File: src/tqts_pkg.sv
`default_nettype none

package tqts_pkg;

    localparam int DEFAULT_QUEUE_DEPTH = 16;
    localparam int THRESH_W            = 5;
    localparam logic [THRESH_W-1:0] THRESH_RESET = 5'd5;

    typedef enum logic [1:0] {
        KIND_ENQ_BUS = 2'd0,
        KIND_ENQ_SER = 2'd1,
        KIND_CPL_BUS = 2'd2,
        KIND_CPL_SER = 2'd3
    } t_kind;

    typedef enum logic [1:0] {
        STATUS_OK       = 2'd0,
        STATUS_FULL     = 2'd1,
        STATUS_SPURIOUS = 2'd2
    } t_status;

    localparam logic [1:0] XFER_READ       = 2'd0;
    localparam logic [1:0] XFER_WRITE      = 2'd1;
    localparam logic [1:0] XFER_WRITE_READ = 2'd2;
    localparam logic [1:0] XFER_UNUSED     = 2'd3;

    typedef struct packed {
        t_kind       kind;
        logic [2:0]  port;
        logic [6:0]  dev_addr;
        logic [7:0]  reg_addr;
        logic [1:0]  xfer_type;
        logic [15:0] length;
        logic [31:0] buf_addr;
    } t_in_item;

    typedef struct packed {
        logic        start_valid;
        logic        start_is_serial;
        logic [2:0]  start_port;
        logic [6:0]  start_dev_addr;
        logic [7:0]  start_reg_addr;
        logic [1:0]  start_type;
        logic [15:0] start_length;
        logic [31:0] start_buf_addr;
        logic        release_valid;
        logic [31:0] release_buf_addr;
        t_status     status;
    } t_out_item;

    // Queue entries as held in the descriptor stores.
    typedef struct packed {
        logic [2:0]  port;
        logic [6:0]  dev_addr;
        logic [7:0]  reg_addr;
        logic [1:0]  xfer_type;
        logic [15:0] length;
        logic [31:0] buf_addr;
    } t_bus_desc;

    typedef struct packed {
        logic [2:0]  port;
        logic [15:0] length;
        logic [31:0] buf_addr;
    } t_ser_desc;

endpackage

`default_nettype wire

File: src/tqts_fifo.sv
`default_nettype none

// Circular descriptor queue with registered reads of the head entry and the
// entry behind it, so that a pop can hand out the new head in the same cycle.
module tqts_fifo #(
    parameter int DEPTH = tqts_pkg::DEFAULT_QUEUE_DEPTH,
    parameter int WIDTH = $bits(tqts_pkg::t_bus_desc)
) (
    input  wire logic                       i_clk,
    input  wire logic                       i_rst_n,
    input  wire logic                       i_push,
    input  wire logic                       i_pop,
    input  wire logic [WIDTH-1:0]           i_wdata,
    output logic      [$clog2(DEPTH+1)-1:0] o_count,
    output logic      [$clog2(DEPTH+1)-1:0] o_count_next,
    output logic      [WIDTH-1:0]           o_cur_head,
    output logic      [WIDTH-1:0]           o_new_head
);

    localparam int AW = $clog2(DEPTH);
    localparam int CW = $clog2(DEPTH + 1);
    localparam int SW = AW + 1;

    logic [WIDTH-1:0] mem [DEPTH];

    logic [AW-1:0]    r_head;
    logic [CW-1:0]    r_count;
    logic [WIDTH-1:0] r_hd;
    logic [WIDTH-1:0] r_nx;

    logic [AW-1:0]    n_head;
    logic [AW-1:0]    n_head_plus;
    logic [CW-1:0]    n_count;
    logic [SW-1:0]    slot_sum;
    logic [AW-1:0]    waddr;

    function automatic logic [AW-1:0] wrap_inc(input logic [AW-1:0] a);
        logic [AW-1:0] r;
        if (a == AW'(DEPTH - 1)) begin
            r = '0;
        end else begin
            r = a + 1'b1;
        end
        return r;
    endfunction

    always_comb begin
        slot_sum = SW'(r_head) + SW'(r_count);
        if (slot_sum >= SW'(DEPTH)) begin
            waddr = AW'(slot_sum - SW'(DEPTH));
        end else begin
            waddr = slot_sum[AW-1:0];
        end
        n_head      = i_pop ? wrap_inc(r_head) : r_head;
        n_head_plus = wrap_inc(n_head);
        if (i_push) begin
            n_count = r_count + 1'b1;
        end else if (i_pop) begin
            n_count = r_count - 1'b1;
        end else begin
            n_count = r_count;
        end
    end

    always_ff @(posedge i_clk) begin
        if (!i_rst_n) begin
            r_head  <= '0;
            r_count <= '0;
        end else begin
            r_head  <= n_head;
            r_count <= n_count;
        end
    end

    // Write-first reads: an entry written this cycle is seen at once.
    always_ff @(posedge i_clk) begin
        if (i_push) begin
            mem[waddr] <= i_wdata;
        end
        r_hd <= (i_push && waddr == n_head)      ? i_wdata : mem[n_head];
        r_nx <= (i_push && waddr == n_head_plus) ? i_wdata : mem[n_head_plus];
    end

    always_comb begin
        if (i_pop) begin
            o_new_head = r_nx;
        end else if (i_push && r_count == '0) begin
            o_new_head = i_wdata;
        end else begin
            o_new_head = r_hd;
        end
    end

    assign o_count      = r_count;
    assign o_count_next = n_count;
    assign o_cur_head   = r_hd;

endmodule

`default_nettype wire

File: src/two_queue_transfer_scheduler.sv
// Pipeline: an accepted request is held in the input register and moves on to the result
// register once the result register is empty or being drained.
// Throughput: one request per cycle while the result side is not backed up; the queue
// heads are read ahead from memory so the decision for each request is made combinationally.
// Reset: i_rst_n is synchronous and active low; it empties both queues, idles the
// engine and sets the threshold to 5. Queue storage itself is not cleared.
`default_nettype none

module two_queue_transfer_scheduler #(
    parameter int QUEUE_DEPTH = tqts_pkg::DEFAULT_QUEUE_DEPTH
) (
    input  wire logic                               i_clk,
    input  wire logic                               i_rst_n,
    input  wire logic                               i_in_valid,
    output logic                                    o_in_ready,
    input  wire tqts_pkg::t_in_item                 i_in,
    output logic                                    o_out_valid,
    input  wire logic                               i_out_ready,
    output tqts_pkg::t_out_item                     o_out,
    input  wire logic                               i_cfg_valid,
    output logic                                    o_cfg_ready,
    input  wire logic [tqts_pkg::THRESH_W-1:0]      i_cfg_data
);

    localparam int CW   = $clog2(QUEUE_DEPTH + 1);
    localparam int CMPW = (CW > tqts_pkg::THRESH_W) ? CW : tqts_pkg::THRESH_W;
    localparam int BW   = $bits(tqts_pkg::t_bus_desc);
    localparam int SWD  = $bits(tqts_pkg::t_ser_desc);

    // Configuration: the threshold register can be written whenever the block
    // is out of reset.
    logic [tqts_pkg::THRESH_W-1:0] r_thresh;

    // Input register and result register with their valid flags.
    logic                 r_in_vld;
    tqts_pkg::t_in_item   r_in;
    logic                 r_out_vld;
    tqts_pkg::t_out_item  r_out;

    // Engine state.
    logic r_busy;
    logic r_busy_ser;
    logic n_busy;
    logic n_busy_ser;

    logic fire;

    logic                  bus_push;
    logic                  bus_pop;
    logic                  ser_push;
    logic                  ser_pop;
    tqts_pkg::t_bus_desc   bus_wdata;
    tqts_pkg::t_ser_desc   ser_wdata;
    logic [CW-1:0]         bus_count;
    logic [CW-1:0]         bus_count_next;
    logic [CW-1:0]         ser_count;
    logic [CW-1:0]         ser_count_next;
    tqts_pkg::t_bus_desc   bus_cur;
    tqts_pkg::t_bus_desc   bus_new;
    tqts_pkg::t_ser_desc   ser_cur;
    tqts_pkg::t_ser_desc   ser_new;
    logic                  spurious;
    logic                  pick_ser;
    logic                  do_start;
    tqts_pkg::t_out_item   res;

    assign o_cfg_ready = i_rst_n;

    always_ff @(posedge i_clk) begin
        if (!i_rst_n) begin
            r_thresh <= tqts_pkg::THRESH_RESET;
        end else if (i_cfg_valid) begin
            r_thresh <= i_cfg_data;
        end
    end

    // The request in the input register moves on whenever the result register
    // is empty or being drained; the input side refills in the same cycle.
    // Nothing is taken while reset is held.
    assign fire       = r_in_vld && (!r_out_vld || i_out_ready);
    assign o_in_ready = i_rst_n && (!r_in_vld || fire);

    always_ff @(posedge i_clk) begin
        if (!i_rst_n) begin
            r_in_vld <= 1'b0;
        end else if (o_in_ready) begin
            r_in_vld <= i_in_valid;
        end
    end

    always_ff @(posedge i_clk) begin
        if (o_in_ready && i_in_valid) begin
            r_in <= i_in;
        end
    end

    // Descriptors as stored. A bus type code without meaning is kept as a read.
    always_comb begin
        bus_wdata.port      = r_in.port;
        bus_wdata.dev_addr  = r_in.dev_addr;
        bus_wdata.reg_addr  = r_in.reg_addr;
        bus_wdata.xfer_type = (r_in.xfer_type == tqts_pkg::XFER_UNUSED) ?
                              tqts_pkg::XFER_READ : r_in.xfer_type;
        bus_wdata.length    = r_in.length;
        bus_wdata.buf_addr  = r_in.buf_addr;
        ser_wdata.port      = r_in.port;
        ser_wdata.length    = r_in.length;
        ser_wdata.buf_addr  = r_in.buf_addr;
    end

    // Queue updates for the current request. Enqueues to a full queue are
    // dropped; a completion is honored only for the queue now in flight.
    always_comb begin
        spurious = !r_busy || (r_busy_ser != (r_in.kind == tqts_pkg::KIND_CPL_SER));
        bus_push = fire && r_in.kind == tqts_pkg::KIND_ENQ_BUS &&
                   bus_count != CW'(QUEUE_DEPTH);
        ser_push = fire && r_in.kind == tqts_pkg::KIND_ENQ_SER &&
                   ser_count != CW'(QUEUE_DEPTH);
        bus_pop  = fire && r_in.kind == tqts_pkg::KIND_CPL_BUS && !spurious;
        ser_pop  = fire && r_in.kind == tqts_pkg::KIND_CPL_SER && !spurious;
    end

    tqts_fifo #(
        .DEPTH (QUEUE_DEPTH),
        .WIDTH (BW)
    ) u_bus_q (
        .i_clk        (i_clk),
        .i_rst_n      (i_rst_n),
        .i_push       (bus_push),
        .i_pop        (bus_pop),
        .i_wdata      (bus_wdata),
        .o_count      (bus_count),
        .o_count_next (bus_count_next),
        .o_cur_head   (bus_cur),
        .o_new_head   (bus_new)
    );

    tqts_fifo #(
        .DEPTH (QUEUE_DEPTH),
        .WIDTH (SWD)
    ) u_ser_q (
        .i_clk        (i_clk),
        .i_rst_n      (i_rst_n),
        .i_push       (ser_push),
        .i_pop        (ser_pop),
        .i_wdata      (ser_wdata),
        .o_count      (ser_count),
        .o_count_next (ser_count_next),
        .o_cur_head   (ser_cur),
        .o_new_head   (ser_new)
    );

    // Start selection after the queue update. The serial queue jumps ahead
    // once its count, in-flight entry included, passes the threshold.
    always_comb begin
        n_busy     = r_busy && !(bus_pop || ser_pop);
        n_busy_ser = r_busy_ser;
        do_start   = 1'b0;
        pick_ser   = 1'b0;
        if (!n_busy) begin
            if (CMPW'(ser_count_next) > CMPW'(r_thresh)) begin
                do_start = 1'b1;
                pick_ser = 1'b1;
            end else if (bus_count_next != '0) begin
                do_start = 1'b1;
            end else if (ser_count_next != '0) begin
                do_start = 1'b1;
                pick_ser = 1'b1;
            end
        end
        if (do_start) begin
            n_busy     = 1'b1;
            n_busy_ser = pick_ser;
        end
    end

    always_comb begin
        res = '0;
        case (r_in.kind)
            tqts_pkg::KIND_ENQ_BUS: begin
                res.status = (bus_count == CW'(QUEUE_DEPTH)) ?
                             tqts_pkg::STATUS_FULL : tqts_pkg::STATUS_OK;
            end
            tqts_pkg::KIND_ENQ_SER: begin
                res.status = (ser_count == CW'(QUEUE_DEPTH)) ?
                             tqts_pkg::STATUS_FULL : tqts_pkg::STATUS_OK;
            end
            tqts_pkg::KIND_CPL_BUS: begin
                if (spurious) begin
                    res.status = tqts_pkg::STATUS_SPURIOUS;
                end else if (bus_cur.xfer_type == tqts_pkg::XFER_WRITE) begin
                    res.release_valid    = 1'b1;
                    res.release_buf_addr = bus_cur.buf_addr;
                end
            end
            default: begin
                if (spurious) begin
                    res.status = tqts_pkg::STATUS_SPURIOUS;
                end else begin
                    res.release_valid    = 1'b1;
                    res.release_buf_addr = ser_cur.buf_addr;
                end
            end
        endcase
        if (do_start) begin
            res.start_valid = 1'b1;
            if (pick_ser) begin
                res.start_is_serial = 1'b1;
                res.start_port      = ser_new.port;
                res.start_length    = ser_new.length;
                res.start_buf_addr  = ser_new.buf_addr;
            end else begin
                res.start_port      = bus_new.port;
                res.start_dev_addr  = bus_new.dev_addr;
                res.start_reg_addr  = bus_new.reg_addr;
                res.start_type      = bus_new.xfer_type;
                res.start_length    = bus_new.length;
                res.start_buf_addr  = bus_new.buf_addr;
            end
        end
    end

    always_ff @(posedge i_clk) begin
        if (!i_rst_n) begin
            r_busy     <= 1'b0;
            r_busy_ser <= 1'b0;
            r_out_vld  <= 1'b0;
        end else begin
            if (fire) begin
                r_busy     <= n_busy;
                r_busy_ser <= n_busy_ser;
            end
            if (fire) begin
                r_out_vld <= 1'b1;
            end else if (i_out_ready) begin
                r_out_vld <= 1'b0;
            end
        end
    end

    always_ff @(posedge i_clk) begin
        if (fire) begin
            r_out <= res;
        end
    end

    assign o_out_valid = r_out_vld;
    assign o_out       = r_out;

`ifndef NO_ASSERTIONS
    // The entry in flight always sits at the head of its own queue.
    a_busy_has_entry: assert property (@(posedge i_clk) disable iff (!i_rst_n)
        r_busy |-> (r_busy_ser ? (ser_count != '0) : (bus_count != '0)))
        else $error("engine busy on an empty queue");

    // A start waiting on the result port leaves the engine busy.
    a_start_busy: assert property (@(posedge i_clk) disable iff (!i_rst_n)
        (o_out_valid && o_out.start_valid) |-> r_busy)
        else $error("start reported while engine idle");

    // A buffer is released only for an honored completion.
    a_release_ok: assert property (@(posedge i_clk) disable iff (!i_rst_n)
        (o_out_valid && o_out.release_valid) |-> (o_out.status == tqts_pkg::STATUS_OK))
        else $error("release with error status");
`endif

endmodule

`default_nettype wire

File: config.mk
export PLATFORM = sky130hd
export DESIGN_NAME = two_queue_transfer_scheduler
export DESIGN_NICKNAME = d
export VERILOG_FILES = /design/src/tqts_pkg.sv /design/src/tqts_fifo.sv /design/src/two_queue_transfer_scheduler.sv
export SDC_FILE = /design/constraint.sdc
export NUM_CORES = 2
export LEC_CHECK = 0
export BUFFER_PORTS_ARGS = -buffer_cell sky130_fd_sc_hd__buf_2
export CORE_ASPECT_RATIO = 1.75
export CORE_MARGIN = 4
export CORE_UTILIZATION = 45
export CTS_BUF_LIST = sky130_fd_sc_hd__clkbuf_16
export DETAILED_ROUTE_END_ITERATION = 6
export PLACE_DENSITY = 0.72
export SLEW_MARGIN = 20
export SYNTH_ARGS = -nofsm -noshare
export SYNTH_HDL_FRONTEND = slang
export SYNTH_SLANG_ARGS = --single-unit
File: constraint.sdc
create_clock -name i_clk -period 5.9 [get_ports i_clk]
set_input_delay 0.295 -clock i_clk [delete_from_list [all_inputs] [get_ports i_clk]]
set_output_delay 0.295 -clock i_clk [all_outputs]
set_load 0.005 [all_outputs]
==> run_results.csv <==
group,metric,value,unit
outcome,status,"completed",
hold_path,hold_path_class,"input pin to flip-flop",
final_layout,seqCellArea,63350,sq um
drt,drc,0,
synthesis,syn_inst,4434,
worst_setup_path,arrival,5.26,ns
final_layout,multiInputGateArea,31710,sq um
die,rows,224,
placement,dp_hpwl,148500,um
sta,whs,0.1611,ns
worst_setup_path,required,6.45,ns
sta,relSlewSlack,0.2731,
worst_setup_path,rr_worst_depth,14,
placement,portBuffers,187,
drt,wl,266500,um
final_layout,fill_cells,16380,
global_route,first_global_vias,54670,
drt,vias_per_cell,6.702,
flow_run,cap_violations,0,
die,die_y,619.4,um
die,io_pins,188,
final_layout,post_layout_nonfiller_instances,7708,
worst_setup_path,r2r_slack,1.19,ns
worst_setup_path,r2r-end,"o_out[94]",
final_layout,drive_above_1_share,0.3873,
sta,fin_setup_tns,0,ns
power_and_ir_drop,ir_worst_vdd,0.2459,mV
placement,gp_congestion,0.8283,
global_route,grt_pass1_wl,383900,um
final_layout,syn2layout_area_growth,12.94,%
power_and_ir_drop,power_density,276.4,nW/um^2
synthesis,synth_compound_area_frac,0.02004,
drt,drtPass1Iterations,7,
synthesis,synth_top_family_by_area,"multiplexers",
synthesis,ys_seq_elements,2122,
worst_setup_path,path_max_fanout,32,
drt,antenna_left,0,
synthesis,synthSimpleGateAreaFrac,0.01552,
synthesis,synth_area_per_cell,21.68,sq um
worst_setup_path,critPathLaunchType,"flip-flop",
placement,placed_area,101400,sq um
clock_tree,clockBufferDepth,4,
synthesis,async_reset_ff_frac,0,
final_layout,nets,4827,
synthesis,yosysWarnings,0,
synthesis,synth_edf_count,2079,
synthesis,synth_cell_types,62,
global_route,grt_max_degree,117,
clock_tree,post_cts_buffers,0,
sta,hold_viol_final,0,
sta,fin_crit_sh,0.7989,
sta,setup_violations,0,
die,core_area,212700,sq um
synthesis,synthMuxAreaShare,0.2864,
worst_setup_path,crit_end,"o_out[94]",
global_route,grt-ovfl-total,0,
placement,dp.cells,7262,
global_route,grt_use_total,0.2404,
synthesis,yosysSeqAreaShare,0.6584,
final_layout,design_area,108600,sq um
synthesis,yosysTopAreaCellShare,0.6495,
worst_setup_path,crit_type,"flip-flop to flip-flop",
synthesis,syn-num-nets,4535,
sta,slew_violations,0,
synthesis,synth_area_leaders,"edfxtp_1 (65%), mux4_2 (28%), clkbuf_1 (0.90%)",
clock_tree,cts-htree-levels,4,
drt,drtIter0Drc,6318,
die,dieArea,221400,sq um
global_route,grt_antenna_before_repair,11,
die,start_util,0.4519,
clock_tree,cts_root_buffer,"clkbuf_16",
clock_tree,ctsResizeCount,0,
sta,period_minus_slack,4.713,ns
worst_setup_path,regToRegStartpoint,"u_ser_q.o_count[0]",
sta,worst_pin_slew,1.090,ns
drt,wl_per_cell,34.57,um
clock_tree,cts_tree,"built",
sta,finalClockSkew,0.05293,ns
synthesis,syn-cell-area,96130,sq um
clock_tree,insertion_delay,0.85,ns
synthesis,synth_adder_area_share,0.002890,
power_and_ir_drop,leakagePower,32.87,nW
synthesis,synth_xor_area_frac,0.001913,
placement,dp_slack,1.287,ns
die,die-width,357.4,um
clock_tree,cts_sinks,2122,
synthesis,yosysTopAreaCell,"edfxtp_1",
clock_tree,cts_buffers,198,
worst_setup_path,crit_start,"u_ser_q.o_count[0]",
drt,vias,51660,
sta,clock.fmax,212.2,MHz
sta,rsz0062_at_grt,"no",
sta,worst_slack,1.187,ns
clock_tree,clkTransAtPathRegs,0.07,ns
synthesis,ys.flop_type,"edfxtp_1",
worst_setup_path,endpoint_kind,"flip-flop",
[synth_stat cells (4+ instances only)]
master / number
a21oi_1: 169
inv_1: 18
a31oi_1: 7
buf_1: 66
nor3_1: 6
nand3_1: 15
mux2i_1: 73
buf_2: 38
o22ai_1: 53
nand4_1: 10
nor2b_1: 4
buf_4: 7
a21o_1: 5
edfxtp_1: 2079
ha_1: 19
a22o_1: 32
dfxtp_1: 43
xnor2_1: 14
mux4_2: 1190
o21ai_0: 6
nor2_1: 117
and2_1: 12
clkbuf_1: 231
xor2_1: 7
a211oi_1: 19
or3_1: 6
nand2_1: 132
[cell usage in the layout (no fill, tap or decap), types with 47 or more instances in the layout]
| cell | netlist | final |
|---|---|---|
| edfxtp_1 | 2079 | 2079 |
| mux4_2 | 1190 | 1190 |
| clkbuf_16 | 0 | 201 |
| buf_2 | 38 | 187 |
| a21oi_1 | 169 | 169 |
| nand2_1 | 132 | 132 |
| buf_4 | 7 | 106 |
| dlygate4sd3_1 | 0 | 85 |
| nor2_1 | 117 | 84 |
| mux2i_1 | 73 | 73 |
| o22ai_1 | 53 | 53 |
| buf_12 | 0 | 52 |
| inv_1 | 18 | 47 |
[repair_timing]
| item | in CTS | in global routing |
|---|---|---|
| endpoints found under the setup margin | 0 | 0 |
| endpoints found under the hold margin | 88 | 0 |
| hold buffers | 85 | 0 |
[report_power, final]
group          total [W]  internal [W]  switching, W
Sequential        0.0167        0.0166      0.000156
Clock             0.0125       0.00689       0.00561
Combinational   0.000777      0.000328      0.000449
[per-layer routing]
layer | track usage | wire length (um) | vias up | part of all wire
li1 | - | - | 20100 | -
met4 | 0.1038 | 12610 | 6 | 0.047
met2 | 0.4288 | 142200 | 3105 | 0.53
met5 | 0 | 41 | - | 0.00015
met1 | 0.2897 | 89120 | 27720 | 0.33
met3 | 0.03752 | 22510 | 729 | 0.084
[per-stage QoR]
step           power, W    util
2_1_floorplan   0.01741       -
5_1_grt         0.03085  0.5103
3_3_place_gp    0.01777  0.4766
3_5_place_dp    0.01779  0.4768
4_1_cts         0.03018  0.5100
6_report        0.03001  0.5104
[state kept, by name (all words and copies together), names as in the netlist, named ones only]
signal,flops
r_in,4
u_ser_q.r_head,4
u_bus_q.o_count,5
u_bus_q.mem,1088
u_bus_q.r_head,4
bus_wdata,66
r_busy,1
u_ser_q.o_count,5
r_thresh,5
r_busy_ser,1
r_in_vld,1
u_ser_q.mem,816
o_out,105
o_out_valid,1
[worst min path at each step]
stage                  start             to  slack (ns)  cells past startpoint
detailed placement   i_in[3]   bus_wdata[3]        0.47                      1
CTS                  i_in[7]   bus_wdata[7]        0.10                      2
global route         i_in[4]   bus_wdata[4]        0.14                      2
global placement    i_in[40]  bus_wdata[40]        0.47                      1
floorplan            i_in[0]   bus_wdata[0]        0.39                      0
finish               i_in[4]   bus_wdata[4]        0.16                      2
[worst max-delay path, cell delays in order, from the launching register on]
cell and delay [ns]:
dfxtp_1 0.38, inv_1 0.12, ha_1 0.22, nor4bb_1 0.56, nor4_1 0.20, mux2i_1 0.34
nand2_1 0.10, ha_1 0.31, nand2b_1 0.07, or3_1 0.32, nor3_1 0.14, o31a_1 0.31
a211o_4 0.73, buf_4 0.45, a211oi_1 0.09
[kinds of logic (layout without fill, tap and decap cells)]
family | count (synthesis) | in the layout
compound gates | 315 | 315
xor+xnor | 21 | 21
fa+ha+maj | 21 | 21
buf+inv | 360 | 806
flops | 2122 | 2122
mux | 1263 | 1263
other cells | 0 | 3
simple gates | 332 | 332
[area by class of cell]
cell class                      instances  share of cell area
Timing Repair Buffer                  434             0.03404
Multi-Input combinational cell       1952              0.2921
Antenna cell                            3          0.00006915
Clock buffer                          201             0.04633
Tap cell                             2825             0.03256
Sequential cell                      2122              0.5835
Inverter                               18           0.0006223
Clock inverter                        153             0.01079
Note: power is estimated with default switching activity, not from simulation.
